$ cat src/hw/rtl/lvs_pkg.sv
// ----------------------------------------------------------------------------
// lvs_pkg: shared types, constants and control program
// Fixed-point widths, saturation helper and the microcode table of the
// Langevin velocity-Verlet step sequencer.
// ----------------------------------------------------------------------------
`default_nettype none

package lvs_pkg;

    localparam int STATE_WIDTH = 32;
    // saturation range follows STATE_WIDTH, capped by the 32-bit outputs
    localparam int SAT_BITS    = (STATE_WIDTH > 32) ? 32 : ((STATE_WIDTH < 2) ? 2 : STATE_WIDTH);
    localparam int OUT_W       = 32;
    localparam int COEF_W      = 31;
    localparam int GAUSS_W     = 16;
    localparam int MUL_W       = 32;
    localparam int PROD_W      = 2 * MUL_W;
    localparam int ACC_W       = 40;
    localparam int COEF_FRAC   = 30;
    localparam int GAUSS_FRAC  = 12;
    localparam int CFG_IDX_W   = 3;
    localparam int CFG_DATA_W  = 32;
    localparam int PROG_LEN    = 10;
    localparam int PC_W        = $clog2(PROG_LEN);

    localparam logic [COEF_W-1:0] DAMPING_RESET = COEF_W'(1) << COEF_FRAC;

    localparam logic [CFG_IDX_W-1:0] CFG_DAMPING  = CFG_IDX_W'(0);
    localparam logic [CFG_IDX_W-1:0] CFG_SPRING   = CFG_IDX_W'(1);
    localparam logic [CFG_IDX_W-1:0] CFG_NOISE    = CFG_IDX_W'(2);
    localparam logic [CFG_IDX_W-1:0] CFG_INIT_POS = CFG_IDX_W'(3);
    localparam logic [CFG_IDX_W-1:0] CFG_INIT_VEL = CFG_IDX_W'(4);

    localparam logic signed [ACC_W-1:0] SAT_HI =
        ACC_W'((64'sd1 <<< (SAT_BITS - 1)) - 64'sd1);
    localparam logic signed [ACC_W-1:0] SAT_LO = -SAT_HI - ACC_W'(1);

    // coefficient and initial-state registers as seen by the datapath
    typedef struct packed {
        logic [COEF_W-1:0]       damping;
        logic [COEF_W-1:0]       spring;
        logic [COEF_W-1:0]       noise;
        logic signed [OUT_W-1:0] init_pos;
        logic signed [OUT_W-1:0] init_vel;
    } t_coef;

    typedef struct packed {
        logic signed [SAT_BITS-1:0] val;
        logic                       hit;
    } t_sat;

    typedef struct packed {
        logic signed [OUT_W-1:0] pos;
        logic signed [OUT_W-1:0] vel;
        logic                    ovf;
    } t_result;

    // microcode fields
    typedef enum logic [2:0] {A_V, A_Q, A_VS, A_G1, A_G2} t_asel;
    typedef enum logic [1:0] {B_D, B_K, B_S} t_bsel;
    typedef enum logic [1:0] {BASE_ZERO, BASE_ACC, BASE_VS} t_base;
    typedef enum logic [1:0] {ADD_R30, ADD_R12, ADD_Q} t_addend;
    typedef enum logic [1:0] {WR_NONE, WR_VS, WR_Q, WR_V} t_wsel;
    typedef enum logic {JMP_NEXT, JMP_END} t_jump;

    typedef struct packed {
        logic    mul_en;
        t_asel   a;
        t_bsel   b;
        t_base   base;
        t_addend addend;
        logic    add_neg;
        t_wsel   wr;
        t_jump   jump;
    } t_uop;

    localparam t_uop UOP_NOP = '{
        mul_en: 1'b0, a: A_V, b: B_D, base: BASE_ZERO, addend: ADD_R30,
        add_neg: 1'b0, wr: WR_NONE, jump: JMP_NEXT
    };

    function automatic t_sat sat_chk(input logic signed [ACC_W-1:0] x);
        t_sat r;
        if (x > SAT_HI) begin
            r.val = SAT_HI[SAT_BITS-1:0];
            r.hit = 1'b1;
        end else if (x < SAT_LO) begin
            r.val = SAT_LO[SAT_BITS-1:0];
            r.hit = 1'b1;
        end else begin
            r.val = x[SAT_BITS-1:0];
            r.hit = 1'b0;
        end
        return r;
    endfunction

    // Program: vs = d*v - k*q + s*g1; q = q + vs; w = vs - k*q; v = d*w + s*g2.
    // A product issued in one step is rounded and accumulated in the next.
    function automatic t_uop uop_rom(input logic [PC_W-1:0] pc);
        t_uop u;
        u = UOP_NOP;
        unique case (pc)
            PC_W'(0): begin
                u.mul_en = 1'b1; u.a = A_V; u.b = B_D;
            end
            PC_W'(1): begin
                u.mul_en = 1'b1; u.a = A_Q; u.b = B_K;
                u.base = BASE_ZERO; u.addend = ADD_R30;
            end
            PC_W'(2): begin
                u.mul_en = 1'b1; u.a = A_G1; u.b = B_S;
                u.base = BASE_ACC; u.addend = ADD_R30; u.add_neg = 1'b1;
            end
            PC_W'(3): begin
                u.base = BASE_ACC; u.addend = ADD_R12; u.wr = WR_VS;
            end
            PC_W'(4): begin
                u.base = BASE_VS; u.addend = ADD_Q; u.wr = WR_Q;
            end
            PC_W'(5): begin
                u.mul_en = 1'b1; u.a = A_Q; u.b = B_K;
            end
            PC_W'(6): begin
                // w overwrites vs, which is not needed afterwards
                u.base = BASE_VS; u.addend = ADD_R30; u.add_neg = 1'b1; u.wr = WR_VS;
            end
            PC_W'(7): begin
                u.mul_en = 1'b1; u.a = A_VS; u.b = B_D;
            end
            PC_W'(8): begin
                u.mul_en = 1'b1; u.a = A_G2; u.b = B_S;
                u.base = BASE_ZERO; u.addend = ADD_R30;
            end
            PC_W'(9): begin
                u.base = BASE_ACC; u.addend = ADD_R12; u.wr = WR_V; u.jump = JMP_END;
            end
            default: u = UOP_NOP;
        endcase
        return u;
    endfunction

endpackage

`default_nettype wire

$ cat src/hw/rtl/lvs_sequencer.sv
// ----------------------------------------------------------------------------
// lvs_sequencer: step counter and control-word fetch
// Walks the microcode table once per item; the last step waits until the
// output register can take the result.
// ----------------------------------------------------------------------------
`default_nettype none

module lvs_sequencer
    import lvs_pkg::*;
(
    input  wire  i_clk,
    input  wire  i_rst_n,
    input  wire  i_start,     // item accepted this cycle
    input  wire  i_out_busy,  // output register full and not draining
    output logic o_idle,
    output t_uop o_uop,
    output logic o_fire,      // execute the current control word
    output logic o_done       // last step executed, result valid
);

    typedef enum logic [1:0] {
        ST_IDLE = 2'b01,
        ST_RUN  = 2'b10
    } t_state;

    t_state            r_state, n_state;
    logic [PC_W-1:0]   r_pc, n_pc;
    logic              w_stall;

    assign o_uop  = uop_rom(r_pc);
    assign o_idle = (r_state == ST_IDLE);

    always_comb begin
        n_state = r_state;
        n_pc    = r_pc;
        w_stall = 1'b0;
        o_fire  = 1'b0;
        o_done  = 1'b0;
        unique case (r_state)
            ST_IDLE: begin
                if (i_start) begin
                    n_state = ST_RUN;
                    n_pc    = '0;
                end
            end
            ST_RUN: begin
                // hold on the last step while the previous result still waits
                w_stall = (o_uop.jump == JMP_END) && i_out_busy;
                o_fire  = !w_stall;
                if (!w_stall) begin
                    if (o_uop.jump == JMP_END) begin
                        n_state = ST_IDLE;
                        n_pc    = '0;
                        o_done  = 1'b1;
                    end else begin
                        n_pc = r_pc + PC_W'(1);
                    end
                end
            end
            default: begin
                n_state = ST_IDLE;
                n_pc    = '0;
            end
        endcase
    end

    always_ff @(posedge i_clk) begin
        if (!i_rst_n) begin
            r_state <= ST_IDLE;
            r_pc    <= '0;
        end else begin
            r_state <= n_state;
            r_pc    <= n_pc;
        end
    end

`ifndef NO_ASSERTIONS
    a_idle_pc: assert property (@(posedge i_clk) disable iff (!i_rst_n)
        (r_state == ST_IDLE) |-> (r_pc == '0))
        else $error("step counter not at zero while idle");

    a_done_idle: assert property (@(posedge i_clk) disable iff (!i_rst_n)
        o_done |=> (r_state == ST_IDLE))
        else $error("sequencer did not return to idle after last step");

    a_stall_hold: assert property (@(posedge i_clk) disable iff (!i_rst_n)
        (r_state == ST_RUN && !o_fire) |=> ($stable(r_pc) && r_state == ST_RUN))
        else $error("step advanced during a stall");

    a_start_run: assert property (@(posedge i_clk) disable iff (!i_rst_n)
        (i_start && r_state == ST_IDLE) |=> (r_state == ST_RUN && r_pc == '0))
        else $error("accepted item did not start the program");
`endif

endmodule

`default_nettype wire

$ cat config.mk
export PLATFORM = sky130hd
export DESIGN_NAME = lvs_sequencer
export DESIGN_NICKNAME = d
export VERILOG_FILES = /design/src/hw/rtl/lvs_pkg.sv /design/src/hw/rtl/lvs_sequencer.sv
export SDC_FILE = /design/constraint.sdc
export NUM_CORES = 1
export LEC_CHECK = 0
export BUFFER_PORTS_ARGS = -buffer_cell sky130_fd_sc_hd__buf_2
export CORE_UTILIZATION = 41
export CTS_BUF_LIST = sky130_fd_sc_hd__clkbuf_16
export CTS_CLUSTER_DIAMETER = 100
export DETAILED_ROUTE_END_ITERATION = 6
export PLACE_DENSITY = 0.73
export SETUP_SLACK_MARGIN = 0.15
export SKIP_LAST_GASP = 1
export SYNTH_ARGS = -nofsm -noshare
export SYNTH_HDL_FRONTEND = slang
export SYNTH_SLANG_ARGS = --single-unit
$ cat constraint.sdc
create_clock -name i_clk -period 1 [get_ports i_clk]
set_input_delay 0.05 -clock i_clk [delete_from_list [all_inputs] [get_ports i_clk]]
set_output_delay 0.05 -clock i_clk [all_outputs]
set_load 0.05 [all_outputs]
==> summary.log, run 1 <==
INFO  run_status     outcome=stopped before the end
INFO  run_status     failing_step=4_1_cts
INFO  run_status     first-error=[ERROR DPL-0038] Utilization greater than 100%, impossible to legalize
INFO  clocking       htreeDepth=1
INFO  place          postPlaceCellArea=910um2
INFO  clocking       clock_tree_buf_depth=2
INFO  logic_synthesis yosys-top-cells-count=nor2_1, dfxtp_1, nand2_1, a21oi_1, nor2b_1
INFO  clocking       cts_buffers=3
INFO  floorplanning  start_util=0.462
INFO  logic_synthesis synth.area.top_cells=dfxtp_1, nand4bb_4, nor2_1
INFO  logic_synthesis post_synth_instance_area=534um2
INFO  clocking       cts_setup_buffers=9
INFO  clocking       clockRootBuffer=clkbuf_16
INFO  logic_synthesis synth-edff-count=0
INFO  place          io_buffer_count=20
INFO  logic_synthesis ys_dominant_reg_cell=dfxtp_1
INFO  floorplanning  chip_width=38.1um
INFO  clocking       cts_resized=63
INFO  place          place_congestion=0.725
INFO  logic_synthesis synth_top_area_share=0.225
INFO  logic_synthesis syn_nets=70
INFO  clocking       clock_sinks=6
INFO  floorplanning  chipHeight=38.1um
INFO  logic_synthesis syn_avg_cell_area=8.09um2
INFO  floorplanning  io_pins=21
INFO  logic_synthesis synth_sequential_area_ratio=0.225
INFO  logic_synthesis synthesis.yosys.warnings=0
INFO  logic_synthesis post_synth_inst_count=66
INFO  logic_synthesis yosys_register_bits=6
INFO  logic_synthesis synth_largest_area_cell=dfxtp_1
INFO  logic_synthesis distinct_cell_type_count_of_the_synthesized_netlist=31
INFO  logic_synthesis postSynth.asyncResetShare=0
INFO  place          place_hpwl=1.15mm
INFO  clocking       cts_hold_buf=0
INFO  logic_synthesis synth.most_common_cell=nor2_1
INFO  floorplanning  fp-row-count=12
==> per-stage QoR <==
step                setup TNS (ps)  worst slack, ps  cells
global placement             -2240             -191    110
detailed placement           -2630             -197    110
floorplan                    -2400             -357     66
==> cell families after synthesis <==
| group | after synthesis | synth area share |
|---|---|---|
| simple gates | 35 | 0.424 |
| flops | 6 | 0.225 |
| compound gates | 17 | 0.222 |
| xor+xnor | 3 | 0.0492 |
| buf+inv | 5 | 0.0796 |
==> run 2, diff against run 1 <==
--- a/config.mk
+++ b/config.mk
@@ -6,12 +6,10 @@
 export NUM_CORES = 1
 export LEC_CHECK = 0
 export BUFFER_PORTS_ARGS = -buffer_cell sky130_fd_sc_hd__buf_2
-export CORE_UTILIZATION = 41
-export CTS_BUF_LIST = sky130_fd_sc_hd__clkbuf_16
-export CTS_CLUSTER_DIAMETER = 100
+export CORE_AREA = 2 2 63 65
 export DETAILED_ROUTE_END_ITERATION = 6
-export PLACE_DENSITY = 0.73
-export SETUP_SLACK_MARGIN = 0.15
+export DIE_AREA = 0 0 65 67
+export PLACE_DENSITY_LB_ADDON = 0.15
 export SKIP_LAST_GASP = 1
 export SYNTH_ARGS = -nofsm -noshare
 export SYNTH_HDL_FRONTEND = slang
==> constraint.sdc (replaced) <==
create_clock -name i_clk -period 1.3 [get_ports i_clk]
set_input_delay 0.065 -clock i_clk [delete_from_list [all_inputs] [get_ports i_clk]]
set_output_delay 0.065 -clock i_clk [all_outputs]
set_load 0.05 [all_outputs]
==> run 2 against run 1 <==
Against the previous run: the flow now finishes, with violations (setup timing); synthesized area is the same; synthesized cell count is the same.
==> summary.log, run 2 <==
INFO  critical_path  r2r.worst_path.cells=5
INFO  critical_path  cp_max_fo=4
INFO  clocking       clockRootBuffer=clkbuf_8
INFO  logic_synthesis yosys_register_bits=6
INFO  logic_synthesis synth_largest_area_cell=dfxtp_1
INFO  pwr            p_per_area=556nW/um2
INFO  logic_synthesis synth.most_common_cell=nor2_1
INFO  final_layout   layout.cells.most_common_list=buf_6, buf_4, buf_2
INFO  timing         setup_slack=-37.9ps
INFO  clocking       cts_hold_buf=0
INFO  final_layout   layout_cell_share_with_drive_strength_beyond_1=0.673
INFO  grt            antenna_found_initial=0
INFO  pwr            power.ir.vdd_worst=252uV
INFO  grt            gr-total-overflow=0
INFO  clocking       tritoncts=done
INFO  detailed_routing first_iter_violations=11
INFO  detailed_routing drt-wirelength-per-cell=10.4um
INFO  timing         whs=61.6ps
INFO  floorplanning  fp-row-count=22
INFO  final_layout   largest-register=r_pc
INFO  floorplanning  chip_width=65um
INFO  logic_synthesis postSynth.asyncResetShare=0
INFO  critical_path  worst_setup_path_end_kind=primary output
INFO  final_layout   biggestRegsByFlops=r_pc x4, r_state x2
INFO  final_layout   largest_register_ffs=4
INFO  critical_path  worst_ep_arrival_time=1270ps
INFO  min_path       timing.hold.worst.class=in -> reg
INFO  final_layout   num_antenna_cells=0
INFO  floorplanning  die_area=4360um2
INFO  timing         worstMarginPinSlew=260ps
INFO  critical_path  critical_path.reg2reg.endpoint=r_pc[3]$_SDFFE_PN0P_
INFO  min_path       number_of_cells_on_the_worst_hold_path=2
INFO  grt            grt_pass1_wl=2.60mm
INFO  run_status     violations=setup timing
INFO  critical_path  slowest_delay=350ps
INFO  logic_synthesis yosys-top-cells-count=nor2_1, dfxtp_1, nand2_1, a21oi_1, nor2b_1
INFO  detailed_routing totalWireLength=1.53mm
INFO  floorplanning  io_pins=21
INFO  floorplanning  core_area=3610um2
INFO  run_status     outcome=complete, but fails checks
INFO  critical_path  worst_path_max_delay_cell=dfxtp_4
INFO  final_layout   area.growth.synth_to_final=91.8%
INFO  timing         relSlewSlack=0.826
INFO  logic_synthesis post_synth_inst_count=66
INFO  logic_synthesis distinct_cell_type_count_of_the_synthesized_netlist=31
INFO  timing         final.min_clock_period=1340ps
INFO  detailed_routing via_count=578
INFO  clocking       htreeDepth=1
INFO  logic_synthesis synth-edff-count=0
INFO  timing         totalNegativeSetupSlack=-95.6ps
INFO  logic_synthesis syn_avg_cell_area=8.09um2
INFO  pwr            total_leakage_power=0.425nW
INFO  clocking       worst_skew_pair.late_latency=230ps
INFO  timing         unrepaired_setup_endpoints_after_global_routing=yes
INFO  place          dpl_worst_slack=2.36ps
INFO  floorplanning  start_util=0.148
INFO  logic_synthesis synth.area.top_cells=dfxtp_1, nand4bb_4, nor2_1
INFO  grt            overall_global_routing_usage=0.0787
INFO  critical_path  crit_type=reg -> out
INFO  grt            grt_max_degree=9
INFO  final_layout   finish.net_count=103
INFO  logic_synthesis ys_dominant_reg_cell=dfxtp_1
INFO  critical_path  critical-path-top-delay-family=simple AND/OR/NAND/NOR gates
INFO  critical_path  timing.critical_path.buf_inv=1
INFO  place          io_buffer_count=20
INFO  place          place_hpwl=1.19mm
INFO  timing         finClkSkew=6.17ps
INFO  place          place_congestion=0.716
INFO  logic_synthesis post_synth_instance_area=534um2
INFO  min_path       timing.hold.worst_endpoint=r_state[0]$_SDFFE_PN1P_
INFO  clocking       cts.clk_slew.worst_paths=40ps
INFO  final_layout   layout_commonest_cell=buf_6
INFO  min_path       hp-start=i_rst_n
INFO  clocking       clock_tree_buf_depth=2
INFO  logic_synthesis synthesis.yosys.warnings=0
INFO  critical_path  critPathLaunchType=flop
INFO  timing         period_share=1.03
INFO  pwr            power=569uW
INFO  detailed_routing vias_per_std_cell=3.96
INFO  detailed_routing drc=0
INFO  clocking       cts_buffers=3
INFO  logic_synthesis synth_sequential_area_ratio=0.225
INFO  critical_path  timing.critical_path.required=1240ps
INFO  logic_synthesis synth_top_area_share=0.225
INFO  critical_path  ff2ff_setup_slack=120ps
INFO  floorplanning  chipHeight=67um
INFO  grt            grt_pass1_vias=586
INFO  timing         report.final.hold_viol_count=0
INFO  timing         finalSetupViolations=4
INFO  critical_path  cells_traversed_along_the_worst_timing_path=nand4bb_4, nor3_4, buf_6
INFO  timing         timing.final.max_slew_violations=0
INFO  clocking       clock_sinks=6
INFO  critical_path  reg_to_reg_critical_path_startpoint=r_pc[1]$_SDFFE_PN0P_
INFO  detailed_routing drt_first_pass_iters=3
INFO  logic_synthesis syn_nets=70
INFO  flow_run       max-cap-violations=0
INFO  timing         fmaxAchievable=747MHz
INFO  detailed_routing drtAntennaViolNets=0
==> run 2: cell counts after synthesis <==
No cell type changed its count.
==> run 2: worst max-delay path by stage <==
stage               slack [ps]  cells after the start                  from        end
finish                     -40                      3  r_pc[1]$_SDFFE_PN0P_     o_done
global route               -90                      3  r_pc[1]$_SDFFE_PN0P_     o_done
CTS                        -60                      4  r_pc[1]$_SDFFE_PN0P_   o_uop[2]
detailed placement           2                      3  r_pc[3]$_SDFFE_PN0P_  o_uop[12]
global placement            30                      3  r_pc[3]$_SDFFE_PN0P_  o_uop[12]
floorplan                 -250                      2  r_pc[0]$_SDFFE_PN0P_  o_uop[12]
==> run 2: cells by family (layout without fill, tap and decap cells) <==
| kind of cell | after synthesis | count (layout) | synth area share |
|---|---|---|---|
| compound gates | 17 | 17 | 0.222 |
| buf+inv | 5 | 37 | 0.0796 |
| simple gates | 35 | 35 | 0.424 |
| xor+xnor | 3 | 3 | 0.0492 |
| flops | 6 | 6 | 0.225 |
==> run 2: layout make-up <==
class,instances,area [um2]
Timing Repair Buffer,32,287
Clock buffer,4,45.0
Sequential cell,6,135
Inverter,1,8.76
Tap cell,48,60.1
Multi-Input combinational cell,55,489
Fill cell,384,2580
==> run 2: repair_timing <==
action | in CTS | in global routing
endpoints found under the setup margin | 15 | 15
gates resized for setup | 34 | 10
buffers inserted | 3 | 0
pin swaps | 4 | 7
==> run 2: stage by stage <==
stage	cells	area (um2)	util
2_1_floorplan	66	608	-
3_3_place_gp	139	815	0.226
3_5_place_dp	139	815	0.226
4_1_cts	146	986	0.273
5_1_grt	146	1020	0.284
6_report	146	1020	0.284
==> run 2: per-layer routing <==
metal,track usage,up-vias,share of wire
met3,0.0203,4,0.036
met4,0.0399,0,0.018
met2,0.140,12,0.52
met5,0,-,0
met1,0.0857,269,0.43
li1,-,293,-
==> run 2: power by group <==
| group | leakage [nW] | switching (mW) | internal [mW] | total, mW |
|---|---|---|---|---|
| Clock | 0.0228 | 0.0836 | 0.211 | 0.295 |
| Sequential | 0.0520 | 0.00645 | 0.183 | 0.189 |
| Combinational | 0.351 | 0.0516 | 0.0340 | 0.0857 |
| Total | 0.425 | 0.142 | 0.428 | 0.569 |
Power figures use the tool's default switching activity.
